<file path="src/hdl/i2cbb_pkg.sv">
// i2cbb_pkg: shared types and constants for the two-bus I2C bit-bang master.
// Used by the channel interfaces and by the top level; no dependencies.
package i2cbb_pkg;

   localparam int CMD_W    = 3;
   localparam int BYTE_W   = 8;
   localparam int HALF_W   = 16;
   localparam int TMO_W    = 8;
   localparam int BITCNT_W = 4;
   localparam int CSR_IDX_W  = 2;
   localparam int CSR_DATA_W = 16;

   typedef logic [CMD_W-1:0]    cmd_type;
   typedef logic [BYTE_W-1:0]   byte_type;
   typedef logic [HALF_W-1:0]   half_type;
   typedef logic [TMO_W-1:0]    tmo_type;
   typedef logic [CSR_IDX_W-1:0]  csr_idx_type;
   typedef logic [CSR_DATA_W-1:0] csr_data_type;

   // command codes; 6 and 7 act as a plain tick
   localparam cmd_type CMD_TICK  = 3'd0;
   localparam cmd_type CMD_START = 3'd1;
   localparam cmd_type CMD_STOP  = 3'd2;
   localparam cmd_type CMD_SEND  = 3'd3;
   localparam cmd_type CMD_WAIT  = 3'd4;
   localparam cmd_type CMD_READ  = 3'd5;

   localparam csr_idx_type CSR_BUS_SEL = 2'd0;
   localparam csr_idx_type CSR_HALF    = 2'd1;
   localparam csr_idx_type CSR_TMO     = 2'd2;

   localparam logic     BUS_SEL_RST = 1'b0;
   localparam half_type HALF_RST    = 16'd5;
   localparam tmo_type  TMO_RST     = 8'd250;

   typedef enum logic [14:0] {
      PH_IDLE = 15'b000000000000001,
      PH_ST1  = 15'b000000000000010,
      PH_ST2  = 15'b000000000000100,
      PH_SP1  = 15'b000000000001000,
      PH_SP2  = 15'b000000000010000,
      PH_TXD  = 15'b000000000100000,
      PH_TXH  = 15'b000000001000000,
      PH_TXL  = 15'b000000010000000,
      PH_WA1  = 15'b000000100000000,
      PH_WA2  = 15'b000001000000000,
      PH_WAP  = 15'b000010000000000,
      PH_RXL  = 15'b000100000000000,
      PH_RXH  = 15'b001000000000000,
      PH_AK1  = 15'b010000000000000,
      PH_AK2  = 15'b100000000000000
   } phase_type;

endpackage

</file>
<file path="src/hdl/i2cbb_if.sv">
// i2cbb_if: valid/ready channel interfaces for ticks in and pin results out.
// Depends on i2cbb_pkg.
interface i2cbb_req_if;
   import i2cbb_pkg::*;
   logic     valid;
   logic     ready;
   cmd_type  cmd;
   byte_type tx_byte;
   logic     send_ack;
   logic     sda_a_in;
   logic     sda_b_in;

   modport source (output valid, cmd, tx_byte, send_ack, sda_a_in, sda_b_in, input ready);
   modport sink   (input valid, cmd, tx_byte, send_ack, sda_a_in, sda_b_in, output ready);
endinterface

interface i2cbb_rsp_if;
   import i2cbb_pkg::*;
   logic     valid;
   logic     ready;
   logic     scl_a;
   logic     sda_a;
   logic     sda_a_drive;
   logic     scl_b;
   logic     sda_b;
   logic     sda_b_drive;
   logic     busy_res;
   logic     done_res;
   byte_type rx_byte;
   logic     ack_missing;

   modport source (output valid, scl_a, sda_a, sda_a_drive, scl_b, sda_b, sda_b_drive,
                   busy_res, done_res, rx_byte, ack_missing, input ready);
   modport sink   (input valid, scl_a, sda_a, sda_a_drive, scl_b, sda_b, sda_b_drive,
                   busy_res, done_res, rx_byte, ack_missing, output ready);
endinterface

</file>
<file path="src/hdl/i2c_bitbang_master.sv">
// i2c_bitbang_master: two-bus I2C bit-bang byte controller, one tick per transfer.
// Depends on i2cbb_pkg and the channel interfaces in i2cbb_if.sv.
//
//   channel  | dir | carries
//   ---------+-----+----------------------------------------------------
//   req_ch   | in  | one tick: cmd, tx_byte, send_ack, sampled SDA a/b
//   rsp_ch   | out | pin levels/drives of both buses, busy, done, rx, ack
//   csr_*    | in  | bus_select, half_period_ticks, ack_timeout writes
//
// The controller state advances in the cycle a tick is accepted and that tick's
// result lands in the output register.
// A new tick is accepted every cycle unless a result waits unread in that register.
// Synchronous active-high reset: idle, all pins high, both SDA driven.
module i2c_bitbang_master (
   input  logic                   clock,
   input  logic                   reset,
   i2cbb_req_if.sink              req_ch,
   i2cbb_rsp_if.source            rsp_ch,
   input  logic                   csr_we,
   input  i2cbb_pkg::csr_idx_type csr_index,
   input  i2cbb_pkg::csr_data_type csr_wdata
);
   import i2cbb_pkg::*;

   // configuration
   logic     bus_sel_ff;
   half_type half_ff;
   tmo_type  tmo_ff;

   // controller state
   phase_type             phase_ff, phase_in;
   half_type              tick_ff, tick_in;
   logic [BITCNT_W-1:0]   bitcnt_ff, bitcnt_in;
   byte_type              shift_ff, shift_in;
   tmo_type               wait_ff, wait_in;
   logic                  ackc_ff, ackc_in;
   logic [3:0]            pin_ff, pin_in;   // {sda_b, scl_b, sda_a, scl_a}
   logic [1:0]            drv_ff, drv_in;   // {b, a}
   byte_type              lastrx_ff, lastrx_in;
   logic                  ackerr_ff, ackerr_in;
   logic                  done_in;

   // result register
   logic     rsp_valid_ff;
   logic [3:0] rsp_pin_ff;
   logic [1:0] rsp_drv_ff;
   logic     rsp_busy_ff;
   logic     rsp_done_ff;
   byte_type rsp_rx_ff;
   logic     rsp_ackerr_ff;

   logic     accept;
   logic     sda_in;
   half_type half_eff;
   logic [1:0] scl_idx;
   logic [1:0] sda_idx;
   tmo_type  wait_eff;

   assign req_ch.ready = !rsp_valid_ff || rsp_ch.ready;
   assign accept       = req_ch.valid && req_ch.ready;
   assign sda_in       = bus_sel_ff ? req_ch.sda_b_in : req_ch.sda_a_in;
   assign half_eff     = (half_ff == '0) ? half_type'(1) : half_ff;
   assign scl_idx      = bus_sel_ff ? 2'd2 : 2'd0;
   assign sda_idx      = bus_sel_ff ? 2'd3 : 2'd1;
   // the first poll after SCL rises starts from a cleared count
   assign wait_eff     = (phase_ff == PH_WA2) ? '0 : wait_ff;

   always_comb begin
      phase_in  = phase_ff;
      tick_in   = tick_ff;
      bitcnt_in = bitcnt_ff;
      shift_in  = shift_ff;
      wait_in   = wait_ff;
      ackc_in   = ackc_ff;
      pin_in    = pin_ff;
      drv_in    = drv_ff;
      lastrx_in = lastrx_ff;
      ackerr_in = ackerr_ff;
      done_in   = 1'b0;

      if (phase_ff == PH_IDLE) begin
         case (req_ch.cmd)
            CMD_START: begin
               drv_in[bus_sel_ff] = 1'b1;
               pin_in[sda_idx]    = 1'b1;
               pin_in[scl_idx]    = 1'b1;
               tick_in  = half_eff;
               phase_in = PH_ST1;
            end
            CMD_STOP: begin
               drv_in[bus_sel_ff] = 1'b1;
               pin_in[sda_idx]    = 1'b0;
               pin_in[scl_idx]    = 1'b1;
               tick_in  = half_eff;
               phase_in = PH_SP1;
            end
            CMD_SEND: begin
               drv_in[bus_sel_ff] = 1'b1;
               pin_in[scl_idx]    = 1'b0;
               pin_in[sda_idx]    = req_ch.tx_byte[BYTE_W-1];
               shift_in  = {req_ch.tx_byte[BYTE_W-2:0], 1'b0};
               bitcnt_in = '0;
               tick_in   = half_eff;
               phase_in  = PH_TXD;
            end
            CMD_WAIT: begin
               pin_in[sda_idx] = 1'b1;
               tick_in  = half_eff;
               phase_in = PH_WA1;
            end
            CMD_READ: begin
               drv_in[bus_sel_ff] = 1'b0;
               pin_in[scl_idx]    = 1'b0;
               shift_in  = '0;
               bitcnt_in = '0;
               ackc_in   = req_ch.send_ack;
               tick_in   = half_eff;
               phase_in  = PH_RXL;
            end
            default: begin
            end
         endcase
      end else if ((phase_ff != PH_WAP) && (tick_ff > half_type'(1))) begin
         tick_in = tick_ff - half_type'(1);
      end else begin
         case (phase_ff)
            PH_ST1: begin
               pin_in[sda_idx] = 1'b0;
               tick_in  = half_eff;
               phase_in = PH_ST2;
            end
            PH_ST2: begin
               pin_in[scl_idx] = 1'b0;
               done_in = 1'b1;
            end
            PH_SP1: begin
               pin_in[sda_idx] = 1'b1;
               tick_in  = half_eff;
               phase_in = PH_SP2;
            end
            PH_SP2: done_in = 1'b1;
            PH_TXD: begin
               pin_in[scl_idx] = 1'b1;
               tick_in  = half_eff;
               phase_in = PH_TXH;
            end
            PH_TXH: begin
               pin_in[scl_idx] = 1'b0;
               tick_in  = half_eff;
               phase_in = PH_TXL;
            end
            PH_TXL: begin
               bitcnt_in = bitcnt_ff + 1'b1;
               if (bitcnt_in[3]) begin
                  done_in = 1'b1;
               end else begin
                  pin_in[sda_idx] = shift_ff[BYTE_W-1];
                  shift_in = {shift_ff[BYTE_W-2:0], 1'b0};
                  tick_in  = half_eff;
                  phase_in = PH_TXD;
               end
            end
            PH_WA1: begin
               drv_in[bus_sel_ff] = 1'b0;
               pin_in[scl_idx]    = 1'b1;
               tick_in  = half_eff;
               phase_in = PH_WA2;
            end
            PH_WA2, PH_WAP: begin
               if (!sda_in) begin
                  pin_in[scl_idx] = 1'b0;
                  ackerr_in = 1'b0;
                  wait_in   = wait_eff;
                  done_in   = 1'b1;
               end else if (wait_eff == tmo_ff) begin
                  // timed out: SCL stays high
                  ackerr_in = 1'b1;
                  wait_in   = wait_eff;
                  done_in   = 1'b1;
               end else begin
                  wait_in  = wait_eff + 1'b1;
                  phase_in = PH_WAP;
               end
            end
            PH_RXL: begin
               pin_in[scl_idx] = 1'b1;
               shift_in = {shift_ff[BYTE_W-2:0], sda_in};
               tick_in  = half_eff;
               phase_in = PH_RXH;
            end
            PH_RXH: begin
               bitcnt_in = bitcnt_ff + 1'b1;
               pin_in[scl_idx] = 1'b0;
               tick_in = half_eff;
               if (bitcnt_in[3]) begin
                  drv_in[bus_sel_ff] = 1'b1;
                  pin_in[sda_idx]    = !ackc_ff;
                  phase_in = PH_AK1;
               end else begin
                  phase_in = PH_RXL;
               end
            end
            PH_AK1: begin
               pin_in[scl_idx] = 1'b1;
               tick_in  = half_eff;
               phase_in = PH_AK2;
            end
            PH_AK2: begin
               pin_in[scl_idx] = 1'b0;
               lastrx_in = shift_ff;
               done_in   = 1'b1;
            end
            default: done_in = 1'b1;
         endcase
      end

      if (done_in) begin
         phase_in = PH_IDLE;
         tick_in  = '0;
      end
   end

   always_ff @(posedge clock) begin
      if (reset) begin
         bus_sel_ff <= BUS_SEL_RST;
         half_ff    <= HALF_RST;
         tmo_ff     <= TMO_RST;
      end else if (csr_we) begin
         case (csr_index)
            CSR_BUS_SEL: bus_sel_ff <= csr_wdata[0];
            CSR_HALF:    half_ff    <= csr_wdata[HALF_W-1:0];
            CSR_TMO:     tmo_ff     <= csr_wdata[TMO_W-1:0];
            default: begin
            end
         endcase
      end
   end

   always_ff @(posedge clock) begin
      if (reset) begin
         phase_ff  <= PH_IDLE;
         tick_ff   <= '0;
         bitcnt_ff <= '0;
         shift_ff  <= '0;
         wait_ff   <= '0;
         ackc_ff   <= 1'b0;
         pin_ff    <= 4'hF;
         drv_ff    <= 2'b11;
         lastrx_ff <= '0;
         ackerr_ff <= 1'b0;
      end else if (accept) begin
         phase_ff  <= phase_in;
         tick_ff   <= tick_in;
         bitcnt_ff <= bitcnt_in;
         shift_ff  <= shift_in;
         wait_ff   <= wait_in;
         ackc_ff   <= ackc_in;
         pin_ff    <= pin_in;
         drv_ff    <= drv_in;
         lastrx_ff <= lastrx_in;
         ackerr_ff <= ackerr_in;
      end
   end

   always_ff @(posedge clock) begin
      if (reset) begin
         rsp_valid_ff <= 1'b0;
      end else if (accept) begin
         rsp_valid_ff <= 1'b1;
      end else if (rsp_ch.ready) begin
         rsp_valid_ff <= 1'b0;
      end
   end

   always_ff @(posedge clock) begin
      if (accept) begin
         rsp_pin_ff    <= pin_in;
         rsp_drv_ff    <= drv_in;
         rsp_busy_ff   <= (phase_in != PH_IDLE);
         rsp_done_ff   <= done_in;
         rsp_rx_ff     <= lastrx_in;
         rsp_ackerr_ff <= ackerr_in;
      end
   end

   assign rsp_ch.valid       = rsp_valid_ff;
   assign rsp_ch.scl_a       = rsp_pin_ff[0];
   assign rsp_ch.sda_a       = rsp_pin_ff[1];
   assign rsp_ch.sda_a_drive = rsp_drv_ff[0];
   assign rsp_ch.scl_b       = rsp_pin_ff[2];
   assign rsp_ch.sda_b       = rsp_pin_ff[3];
   assign rsp_ch.sda_b_drive = rsp_drv_ff[1];
   assign rsp_ch.busy_res    = rsp_busy_ff;
   assign rsp_ch.done_res    = rsp_done_ff;
   assign rsp_ch.rx_byte     = rsp_rx_ff;
   assign rsp_ch.ack_missing = rsp_ackerr_ff;

`ifndef SYNTHESIS
   a_accept_gives_result: assert property (@(posedge clock) disable iff (reset)
      accept |=> rsp_valid_ff)
      else $error("accepted tick produced no result");

   a_done_returns_idle: assert property (@(posedge clock) disable iff (reset)
      (accept && done_in) |=> (phase_ff == PH_IDLE))
      else $error("finished command did not return to idle");

   a_idle_tick_clear: assert property (@(posedge clock)
      (phase_ff == PH_IDLE) |-> (tick_ff == '0))
      else $error("delay counter running while idle");

   a_bitcnt_range: assert property (@(posedge clock)
      bitcnt_ff[3] |-> (bitcnt_ff[2:0] == 3'd0))
      else $error("bit counter beyond eight");

   a_done_not_busy: assert property (@(posedge clock) disable iff (reset)
      (rsp_valid_ff && rsp_done_ff) |-> !rsp_busy_ff)
      else $error("result shows done and busy together");
`endif

endmodule

</file>
<file path="src/flat_wrapper.sv">
// flat-port wrapper written by rule: the top's interface ports become plain ports
module i2c_bitbang_master_flat import i2cbb_pkg::*;
  (clock, reset, csr_we, csr_index, csr_wdata, req_ch_valid, req_ch_cmd, req_ch_tx_byte, req_ch_send_ack, req_ch_sda_a_in, req_ch_sda_b_in, req_ch_ready, rsp_ch_valid, rsp_ch_scl_a, rsp_ch_sda_a, rsp_ch_sda_a_drive, rsp_ch_scl_b, rsp_ch_sda_b, rsp_ch_sda_b_drive, rsp_ch_busy_res, rsp_ch_done_res, rsp_ch_rx_byte, rsp_ch_ack_missing, rsp_ch_ready);
  i2cbb_req_if req_ch_i ();
  i2cbb_rsp_if rsp_ch_i ();
  input  logic clock;
  input  logic reset;
  input  logic csr_we;
  input  i2cbb_pkg::csr_idx_type csr_index;
  input  i2cbb_pkg::csr_data_type csr_wdata;
  input wire logic [$bits(req_ch_i.valid)-1:0] req_ch_valid;
  input wire logic [$bits(req_ch_i.cmd)-1:0] req_ch_cmd;
  input wire logic [$bits(req_ch_i.tx_byte)-1:0] req_ch_tx_byte;
  input wire logic [$bits(req_ch_i.send_ack)-1:0] req_ch_send_ack;
  input wire logic [$bits(req_ch_i.sda_a_in)-1:0] req_ch_sda_a_in;
  input wire logic [$bits(req_ch_i.sda_b_in)-1:0] req_ch_sda_b_in;
  output wire logic [$bits(req_ch_i.ready)-1:0] req_ch_ready;
  output wire logic [$bits(rsp_ch_i.valid)-1:0] rsp_ch_valid;
  output wire logic [$bits(rsp_ch_i.scl_a)-1:0] rsp_ch_scl_a;
  output wire logic [$bits(rsp_ch_i.sda_a)-1:0] rsp_ch_sda_a;
  output wire logic [$bits(rsp_ch_i.sda_a_drive)-1:0] rsp_ch_sda_a_drive;
  output wire logic [$bits(rsp_ch_i.scl_b)-1:0] rsp_ch_scl_b;
  output wire logic [$bits(rsp_ch_i.sda_b)-1:0] rsp_ch_sda_b;
  output wire logic [$bits(rsp_ch_i.sda_b_drive)-1:0] rsp_ch_sda_b_drive;
  output wire logic [$bits(rsp_ch_i.busy_res)-1:0] rsp_ch_busy_res;
  output wire logic [$bits(rsp_ch_i.done_res)-1:0] rsp_ch_done_res;
  output wire logic [$bits(rsp_ch_i.rx_byte)-1:0] rsp_ch_rx_byte;
  output wire logic [$bits(rsp_ch_i.ack_missing)-1:0] rsp_ch_ack_missing;
  input wire logic [$bits(rsp_ch_i.ready)-1:0] rsp_ch_ready;
  assign req_ch_i.valid = req_ch_valid;
  assign req_ch_i.cmd = req_ch_cmd;
  assign req_ch_i.tx_byte = req_ch_tx_byte;
  assign req_ch_i.send_ack = req_ch_send_ack;
  assign req_ch_i.sda_a_in = req_ch_sda_a_in;
  assign req_ch_i.sda_b_in = req_ch_sda_b_in;
  assign req_ch_ready = req_ch_i.ready;
  assign rsp_ch_valid = rsp_ch_i.valid;
  assign rsp_ch_scl_a = rsp_ch_i.scl_a;
  assign rsp_ch_sda_a = rsp_ch_i.sda_a;
  assign rsp_ch_sda_a_drive = rsp_ch_i.sda_a_drive;
  assign rsp_ch_scl_b = rsp_ch_i.scl_b;
  assign rsp_ch_sda_b = rsp_ch_i.sda_b;
  assign rsp_ch_sda_b_drive = rsp_ch_i.sda_b_drive;
  assign rsp_ch_busy_res = rsp_ch_i.busy_res;
  assign rsp_ch_done_res = rsp_ch_i.done_res;
  assign rsp_ch_rx_byte = rsp_ch_i.rx_byte;
  assign rsp_ch_ack_missing = rsp_ch_i.ack_missing;
  assign rsp_ch_i.ready = rsp_ch_ready;
  i2c_bitbang_master u_core (.clock(clock), .reset(reset), .req_ch(req_ch_i), .rsp_ch(rsp_ch_i), .csr_we(csr_we), .csr_index(csr_index), .csr_wdata(csr_wdata));
endmodule
</file>
<file path="config.mk">
export PLATFORM = sky130hd
export DESIGN_NAME = i2c_bitbang_master_flat
export DESIGN_NICKNAME = d
export VERILOG_FILES = /design/src/hdl/i2cbb_pkg.sv /design/src/hdl/i2cbb_if.sv /design/src/hdl/i2c_bitbang_master.sv /design/src/flat_wrapper.sv
export SDC_FILE = /design/constraint.sdc
export NUM_CORES = 1
export LEC_CHECK = 0
export ABC_AREA = 1
export BUFFER_PORTS_ARGS = -buffer_cell sky130_fd_sc_hd__buf_2
export CAP_MARGIN = 5
export CORE_ASPECT_RATIO = 1.75
export CORE_UTILIZATION = 41
export CTS_CLUSTER_DIAMETER = 120
export DETAILED_ROUTE_END_ITERATION = 16
export PLACE_DENSITY = 0.66
export SLEW_MARGIN = 25
export SYNTH_ARGS = -nofsm -noshare
export SYNTH_HDL_FRONTEND = slang
export SYNTH_SLANG_ARGS = --single-unit
export TNS_END_PERCENT = 30
</file>
<file path="constraint.sdc">
create_clock -name clock -period 2.4 [get_ports clock]
set_input_delay 0.24 -clock clock [delete_from_list [all_inputs] [get_ports clock]]
set_output_delay 0.24 -clock clock [all_outputs]
set_load 0.005 [all_outputs]
</file>
Word level (Yosys, flattened, before mapping). Cells that the tools add are included.

Reductions and logical operators: 30. Bitwise operators: 13. $lt $le $gt $ge: 7. Add/subtract/negate cells: 3. Equal/unequal tests: 30. Mux-type cells: 68.

Operators by type and width (number): case mux 15 bit (10 select lines) (1); 2-to-1 mux 16 bit (6); 2-to-1 mux 15 bit (6); case mux 15 bit (5 select lines) (1); 2-to-1 mux 8 bit (9); 2-to-1 mux 4 bit (9); case mux 16 bit (2 select lines) (1); case mux 8 bit (2 select lines) (2); case mux 4 bit (7 select lines) (1); case mux 4 bit (5 select lines) (1); > comparator 16 x 1 -> 1 bit, second input constant (1); logical NOT 16 bit (1); 2-to-1 mux 1 bit (16); bitwise OR 4 bit (4); subtractor 16 x 1 -> 16 bit, second input constant (1); equality test 15 x 1 -> 1 bit, second input constant (1); equality test 15 x 10 -> 1 bit, second input constant (1); equality test 15 x 11 -> 1 bit, second input constant (1); equality test 15 x 12 -> 1 bit, second input constant (1); equality test 15 x 13 -> 1 bit, second input constant (1); equality test 15 x 14 -> 1 bit, second input constant (1); equality test 15 bit, second input constant (1); equality test 15 x 2 -> 1 bit, second input constant (1); equality test 15 x 3 -> 1 bit, second input constant (1); other kinds (53) (82).

Bits of input ports: 37. Output and inout port bits: 19. Logic and storage cells: 171. Register bits: 110.

Logic depth before layout (Yosys ltp).
Depth in word-level cells: 12. Gate-level depth with buffers: 21. Mapped depth without buffers: 21.

Worst setup path before layout. OpenSTA, ideal clock, no wires.

Path kind: reg2reg. From: register u_core.phase_ff[5]. To: register u_core.rsp_busy_ff (netlist: u_core.rsp_ch.busy_res) (data pin). Stages on the path, launching flop included: 17. Library setup time: 0.260 ns. Slack: 0.230 ns. Arrival time: 1.910 ns. Data required time: 2.140 ns. Path buffers: 2. Period minus slack after synthesis: 2.170 ns. Cells stage by stage: dfxtp_1 > nor2_1 > nand2_4 > nor2_8 > nand2_4 > buf_6 > nand3b_2 > nand3_2 > nor2_4 > nand3_1 > nand3_2 > nand2_1 > buf_6 > nand3_1 > nand2_1 > nor2_1 > nand3_1.

Longest elaborated chain between the ends: 10. Elaborated cells on any way between the ends: 32. Those cells by class: eq/ne (15); mux (14); reduce/logical (3).

RTL lines: from (decl) (RTL line i2c_bitbang_master.sv:31) `phase_type phase_ff, phase_in;`; from (signal assigned) (RTL line i2c_bitbang_master.sv:252) `phase_ff <= phase_in;`; equality test 15 x 10 -> 1 bit (RTL line i2c_bitbang_master.sv:66, i2c_bitbang_master.sv:126); 2-to-1 mux 8 bit (RTL line i2c_bitbang_master.sv:66) `assign wait_eff = (phase_ff == PH_WA2) ? '0 : wait_ff;`; equality test 8 bit (RTL line i2c_bitbang_master.sv:175) `end else if (wait_eff == tmo_ff) begin`; 2-to-1 mux 15 bit or 2-to-1 mux 1 bit (tied branches) (RTL line i2c_bitbang_master.sv:175); 2-to-1 mux 15 bit or 2-to-1 mux 1 bit (tied branches) (RTL line i2c_bitbang_master.sv:170) `if (!sda_in) begin`; case mux 15 bit (10 select lines) or case mux 1 bit (3 select lines) (tied branches) (RTL line i2c_bitbang_master.sv:126) `case (phase_ff)`; 2-to-1 mux 15 bit or 2-to-1 mux 1 bit (tied branches) (RTL line i2c_bitbang_master.sv:123) `end else if ((phase_ff != PH_WAP) && (tick_ff > half_type'(1))) begin`; 2-to-1 mux 15 bit or 2-to-1 mux 1 bit (tied branches) (RTL line i2c_bitbang_master.sv:81) `if (phase_ff == PH_IDLE) begin`; 2-to-1 mux 15 bit (*) (RTL line i2c_bitbang_master.sv:217) `if (done_in) begin`; inequality test 15 x 1 -> 1 bit (*) (RTL line i2c_bitbang_master.sv:279) `rsp_busy_ff <= (phase_in != PH_IDLE);`; to (signal assigned) (RTL line i2c_bitbang_master.sv:279); to (decl) (RTL line i2c_bitbang_master.sv:47) `logic rsp_busy_ff;`.

Every way passes the cells marked *; elsewhere a longest branch is shown, timed or not. A chain may end at the register's enable or synchronous reset.

Final worst setup path.
From: register u_core.phase_ff[2]. To: register u_core.rsp_busy_ff (netlist: u_core.rsp_ch.busy_res) (data pin).

The elaborated chain is that of the path after synthesis.

==> impl_results.html <==
<table>
<tr><th>Metric</th><th>Value</th></tr>
<tr><th colspan="2">Worst setup path</th></tr>
<tr><td>Sort of element at the end of the critical path</td><td>flip-flop</td></tr>
<tr><td>R2r startpoint</td><td>u_core.phase_ff[2]$_SDFFE_PP0P_</td></tr>
<tr><td>Maximum net fanout on the critical path</td><td>6</td></tr>
<tr><td>Data arrival time at the worst-slack endpoint</td><td>2.65 ns</td></tr>
<tr><td>Highest-delay cell along the critical path</td><td>sky130_fd_sc_hd__dfxtp_1</td></tr>
<tr><td>Register-to-register setup slack</td><td>-0.02 ns</td></tr>
<tr><td>Largest stage delay on the critical path</td><td>0.33 ns</td></tr>
<tr><td>Count of buffer and inverter cells on the critical path</td><td>4</td></tr>
<tr><td>WP data required</td><td>2.63 ns</td></tr>
<tr><td>Nature of the critical path startpoint</td><td>flip-flop</td></tr>
<tr><td>FF-to-FF End</td><td>u_core.rsp_ch.busy_res$_DFFE_PP_</td></tr>
<tr><td>Critical Setup Path Class</td><td>reg -&gt; reg</td></tr>
<tr><td>Cell chain of the critical path</td><td>nor2_2 &gt; nand2_2 &gt; buf_4 &gt; inv_1 &gt; nand3_1 &gt; nand2_1 &gt; inv_1 &gt; nand3_2 &gt; nor2_4 &gt; nor2_2 &gt; nand3_2 &gt; buf_4 &gt; a21oi_4 &gt; nand2_2 &gt; nand2_1 &gt; nor2_1 &gt; nand3_1</td></tr>
<tr><td>Largest delay share family, worst path</td><td>simple AND/OR/NAND/NOR gates</td></tr>
<tr><td>Worst Reg-to-Reg Cells</td><td>17</td></tr>
<tr><th colspan="2">Timing</th></tr>
<tr><td>Post-route setup slack</td><td>-0.0209 ns</td></tr>
<tr><td>Fin. Hold Viols</td><td>0</td></tr>
<tr><td>Headroom to the max-slew limit</td><td>47.6%</td></tr>
<tr><td>Actual transition at the worst max-transition pin</td><td>0.785 ns</td></tr>
<tr><td>Final setup skew</td><td>0.0162 ns</td></tr>
<tr><td>Setup repair after global routing missed its margin</td><td>yes</td></tr>
<tr><td>Sum of negative setup slack</td><td>-0.0369 ns</td></tr>
<tr><td>Crit path time final</td><td>2.42 ns</td></tr>
<tr><td>Final critical-path share of the clock period</td><td>101%</td></tr>
<tr><td>Maximum operating frequency</td><td>413 MHz</td></tr>
<tr><td>Min Hold Slack</td><td>0.114 ns</td></tr>
<tr><td>Pins over their slew limit</td><td>0</td></tr>
<tr><td>Final-report setup violation count</td><td>2</td></tr>
<tr><th colspan="2">Drt</th></tr>
<tr><td>Wire length after detailed routing</td><td>21,500 µm</td></tr>
<tr><td>Post-route ant nets</td><td>0</td></tr>
<tr><td>DR WL/cell</td><td>15.7 µm</td></tr>
<tr><td>Via total after detailed routing</td><td>7,352</td></tr>
<tr><td>Number of vias per cell after detailed routing</td><td>5.37</td></tr>
<tr><td>Number of search-and-repair iterations in the first detailed-routing pass</td><td>5</td></tr>
<tr><td>Total DRC errors in the routed layout</td><td>0</td></tr>
<tr><td>First-iteration detailed-routing DRC count</td><td>379</td></tr>
<tr><th colspan="2">Clock tree</th></tr>
<tr><td>Insertion delay to the later sink of the worst-skew pair</td><td>0.37 ns</td></tr>
<tr><td>CTS H-tree lvls</td><td>3</td></tr>
<tr><td>Buffer levels on the longest clock path</td><td>2</td></tr>
<tr><td>Number of clock buffers inserted by TritonCTS</td><td>9</td></tr>
<tr><td>Clock tree root driver cell</td><td>sky130_fd_sc_hd__clkbuf_16</td></tr>
<tr><td>Total number of clock tree sinks</td><td>110</td></tr>
<tr><td>TritonCTS clock tree</td><td>built</td></tr>
<tr><td>Register clock-pin slew on the reported worst setup and hold paths</td><td>0.08 ns</td></tr>
<tr><th colspan="2">Final layout</th></tr>
<tr><td>Non-filler cells, final</td><td>1,370</td></tr>
<tr><td>Area grow syn2layout</td><td>29.2%</td></tr>
<tr><td>Share of layout cells above drive strength 1</td><td>26.4%</td></tr>
<tr><td>Final core utilization</td><td>54.8%</td></tr>
<tr><td>Total Nets Final</td><td>1,217</td></tr>
<tr><td>Highest-count cells in the layout ignoring fill and taps</td><td>197 x sky130_fd_sc_hd__nand2_1, 138 x sky130_fd_sc_hd__inv_1, 129 x sky130_fd_sc_hd__buf_4, 88 x sky130_fd_sc_hd__dfxtp_1, 86 x sky130_fd_sc_hd__nor2_1</td></tr>
<tr><td>Design area</td><td>0.00878 mm²</td></tr>
<tr><td>Most common cell after layout, fill and taps aside</td><td>sky130_fd_sc_hd__nand2_1</td></tr>
<tr><td>Antenna diode count</td><td>0</td></tr>
<tr><th colspan="2">Floorplanning</th></tr>
<tr><td>Area of the core region</td><td>0.0160 mm²</td></tr>
<tr><td># rows</td><td>61</td></tr>
<tr><td>Overall die height</td><td>172 µm</td></tr>
<tr><td>Number of top-level pins</td><td>56</td></tr>
<tr><td>Effective utilization at floorplan</td><td>42.4%</td></tr>
<tr><td>Die width</td><td>99.3 µm</td></tr>
<tr><td>Die footprint</td><td>0.0171 mm²</td></tr>
<tr><th colspan="2">Power and ir drop</th></tr>
<tr><td>Fraction of power spent switching nets</td><td>43.0%</td></tr>
<tr><td>Switch Pwr</td><td>3.55 mW</td></tr>
<tr><td>Clock network power share</td><td>19.5%</td></tr>
<tr><td>Standby leakage power</td><td>4.01 nW</td></tr>
<tr><td>Internal Power</td><td>4.70 mW</td></tr>
<tr><td>Part of the power in registers</td><td>27.6%</td></tr>
<tr><td>Highest ir drop seen on vdd</td><td>595 µV</td></tr>
<tr><td>PnR Total Power</td><td>8.24 mW</td></tr>
<tr><td>Power density of the placed cells</td><td>939 mW/mm²</td></tr>
<tr><td>Power share of the combinational group</td><td>52.8%</td></tr>
<tr><th colspan="2">Synth</th></tr>
<tr><td>Average instance area after synthesis</td><td>6.76 µm²</td></tr>
<tr><td>Synth Flop Type</td><td>sky130_fd_sc_hd__dfxtp_1</td></tr>
<tr><td>Synthesis-stage register bit count</td><td>110</td></tr>
<tr><td>Synthesized net count</td><td>1,046</td></tr>
<tr><td>Proportion of synthesized chip area in sequential cells</td><td>34.9%</td></tr>
<tr><td>Share of synthesized registers carrying an async set or reset</td><td>0%</td></tr>
<tr><td>Number of enable-type register cells in the synthesized netlist</td><td>17</td></tr>
<tr><td>Syn Std Cell Area</td><td>0.00680 mm²</td></tr>
<tr><td>Count of cell types in the netlist</td><td>54</td></tr>
<tr><td>Post-Synthesis Cells</td><td>1,005</td></tr>
<tr><td>Count of yosys warnings during synthesis</td><td>0</td></tr>
<tr><th colspan="2">Global route</th></tr>
<tr><td>Antenna violations before repair</td><td>0</td></tr>
<tr><td>Vias in the first global route</td><td>7,022</td></tr>
<tr><td>Overall global routing resource usage</td><td>25.3%</td></tr>
<tr><td>First-pass GRT wire length</td><td>33,500 µm</td></tr>
<tr><td>Maximum number of pins on one net before global-route repair</td><td>37</td></tr>
<tr><td>Global-route congestion overflow total</td><td>0</td></tr>
<tr><th colspan="2">Hold path</th></tr>
<tr><td>Sink of the worst hold path</td><td>u_core.tmo_ff[5]$_SDFFE_PP1P_</td></tr>
<tr><td>Hold Path Class</td><td>in -&gt; reg</td></tr>
<tr><td>Number of instances on the worst hold path</td><td>3</td></tr>
<tr><td>Hold path startpoint</td><td>csr_wdata[5]</td></tr>
<tr><th colspan="2">Placed design</th></tr>
<tr><td>DPL Wire Length</td><td>16,500 µm</td></tr>
<tr><td>Placer Congestion</td><td>1.05</td></tr>
<tr><td>Pre-CTS setup slack</td><td>-0.133 ns</td></tr>
<tr><td>Post-DP Area</td><td>0.00817 mm²</td></tr>
<tr><td>Number of cells in the design after placement</td><td>1,345</td></tr>
<tr><td>Count of buffers from port buffering</td><td>55</td></tr>
<tr><th colspan="2">Run status</th></tr>
<tr><td>Failing checks</td><td>negative setup slack</td></tr>
<tr><td>Run status</td><td>finished with violations</td></tr>
<tr><th colspan="2">Job</th></tr>
<tr><td>Max_cap viols</td><td>0</td></tr>
</table>
final cells by class:
cell class              instances  area, µm²
multi-input cells             707       3850
well taps                     189        236
clock buffers                   9        225
fillers                      1568       7250
clock inverters                 7       93.8
inverters                     154        592
repair inverters                1       7.51
flip-flops and latches        110       2380
repair buffers                193       1400
cells in the mapped netlist (2+ instances only):
cell type,instances,share of area (%)
sky130_fd_sc_hd__a211oi_1,5,0.55
sky130_fd_sc_hd__a21oi_1,77,5.7
sky130_fd_sc_hd__a21oi_2,11,1.4
sky130_fd_sc_hd__a22oi_1,2,0.22
sky130_fd_sc_hd__a31oi_1,10,0.92
sky130_fd_sc_hd__and2_1,2,0.18
sky130_fd_sc_hd__buf_2,2,0.15
sky130_fd_sc_hd__buf_4,3,0.33
sky130_fd_sc_hd__buf_6,5,0.83
sky130_fd_sc_hd__clkbuf_1,23,1.3
sky130_fd_sc_hd__dfxtp_1,93,27
sky130_fd_sc_hd__edfxtp_1,17,7.5
sky130_fd_sc_hd__ha_1,4,0.74
sky130_fd_sc_hd__inv_1,142,7.8
sky130_fd_sc_hd__inv_2,10,0.55
sky130_fd_sc_hd__mux2i_1,8,1.2
sky130_fd_sc_hd__nand2_1,202,11
sky130_fd_sc_hd__nand2_2,11,1.0
sky130_fd_sc_hd__nand2_4,3,0.50
sky130_fd_sc_hd__nand3_1,64,4.7
sky130_fd_sc_hd__nand3_2,12,1.8
sky130_fd_sc_hd__nand3b_1,2,0.22
sky130_fd_sc_hd__nand4_1,15,1.4
sky130_fd_sc_hd__nor2_1,93,5.1
sky130_fd_sc_hd__nor2_2,6,0.55
sky130_fd_sc_hd__nor2_4,3,0.50
sky130_fd_sc_hd__nor3_1,16,1.2
sky130_fd_sc_hd__nor3_2,3,0.44
sky130_fd_sc_hd__nor4_1,2,0.18
sky130_fd_sc_hd__o211a_1,2,0.29
sky130_fd_sc_hd__o211ai_1,18,2.0
sky130_fd_sc_hd__o21ai_0,87,6.4
sky130_fd_sc_hd__o21ai_1,16,1.2
sky130_fd_sc_hd__o21ai_2,2,0.26
sky130_fd_sc_hd__o311ai_0,2,0.26
sky130_fd_sc_hd__o31ai_1,2,0.22
sky130_fd_sc_hd__xnor2_1,7,0.90
sky130_fd_sc_hd__xor2_1,7,0.90
state kept, by name (all words and copies together), names as in the netlist, 8 cells and up:
signal / cells
u_core.half_ff: 16
u_core.lastrx_ff: 8
u_core.phase_ff: 15
u_core.rsp_ch.rx_byte: 8
u_core.shift_ff: 8
u_core.tick_ff: 16
u_core.tmo_ff: 8
u_core.wait_ff: 8
layer usage:
layer	routed length, µm	GRT usage, %	vias to the layer above
met3	858	3.76	86
met4	1390	16.5	0
li1	-	-	3671
met2	11500	48.9	215
met5	0	0	-
met1	7750	24.6	3380
power groups by stage:
stage / Clock [mW] / Sequential (mW) / Combinational, mW
finish: 1.61 / 2.28 / 4.36
global route: 1.69 / 2.30 / 4.80
global placement: 0 / 2.30 / 3.97
floorplan: 0 / 2.29 / 2.47
detailed placement: 0 / 2.31 / 4.01
CTS: 1.64 / 2.27 / 4.09
kinds of logic (layout without fill, tap and decap cells):
| group | count (synthesis) | in the layout | share of synthesized area [%] |
|---|---|---|---|
| AOI/OAI and AO/OA | 242 | 242 | 20.4 |
| xor gates and xnor gates | 14 | 14 | 1.80 |
| adders and majority gates | 4 | 4 | 0.737 |
| buffers and inverters | 188 | 364 | 11.2 |
| DFF | 110 | 110 | 34.9 |
| muxes | 8 | 8 | 1.18 |
| and+or+nand+nor | 439 | 439 | 29.8 |
worst register-to-register path: stages, from the launching register on:
cell                      delay (ns)
sky130_fd_sc_hd__dfxtp_1        0.33
sky130_fd_sc_hd__nor2_2         0.14
sky130_fd_sc_hd__nand2_2        0.11
sky130_fd_sc_hd__buf_4          0.15
sky130_fd_sc_hd__inv_1          0.16
sky130_fd_sc_hd__nand3_1        0.17
sky130_fd_sc_hd__nand2_1        0.13
sky130_fd_sc_hd__inv_1          0.05
sky130_fd_sc_hd__nand3_2        0.10
sky130_fd_sc_hd__nor2_4         0.06
sky130_fd_sc_hd__nor2_2         0.13
sky130_fd_sc_hd__nand3_2        0.15
sky130_fd_sc_hd__buf_4          0.18
sky130_fd_sc_hd__a21oi_4        0.17
sky130_fd_sc_hd__nand2_2        0.11
sky130_fd_sc_hd__nand2_1        0.09
sky130_fd_sc_hd__nor2_1         0.04
sky130_fd_sc_hd__nand3_1        0.06
how the worst max path moves through the flow:
stage	from	to	slack, ns	cells after the start
floorplan	u_core.phase_ff[5]$_SDFFE_PP0P_	u_core.rsp_ch.busy_res$_DFFE_PP_	0.23	16
global placement	u_core.phase_ff[4]$_SDFFE_PP0P_	u_core.rsp_ch.busy_res$_DFFE_PP_	-0.15	17
detailed placement	u_core.phase_ff[4]$_SDFFE_PP0P_	u_core.rsp_ch.busy_res$_DFFE_PP_	-0.13	17
CTS	u_core.phase_ff[10]$_SDFFE_PP0P_	u_core.rsp_ch.busy_res$_DFFE_PP_	-0.05	13
global route	u_core.phase_ff[5]$_SDFFE_PP0P_	u_core.rsp_ch.busy_res$_DFFE_PP_	-0.26	17
finish	u_core.phase_ff[2]$_SDFFE_PP0P_	u_core.rsp_ch.busy_res$_DFFE_PP_	-0.02	17
timing repair:
item | in CTS | in global routing
pin swaps | 4 | 7
gates resized for setup | 10 | 51
endpoints found under the setup margin | 24 | 69
buffers inserted | 2 | 6
hold buffers | 0 | 0
gates cloned | 0 | 1
(Power assumes the default switching activity.)
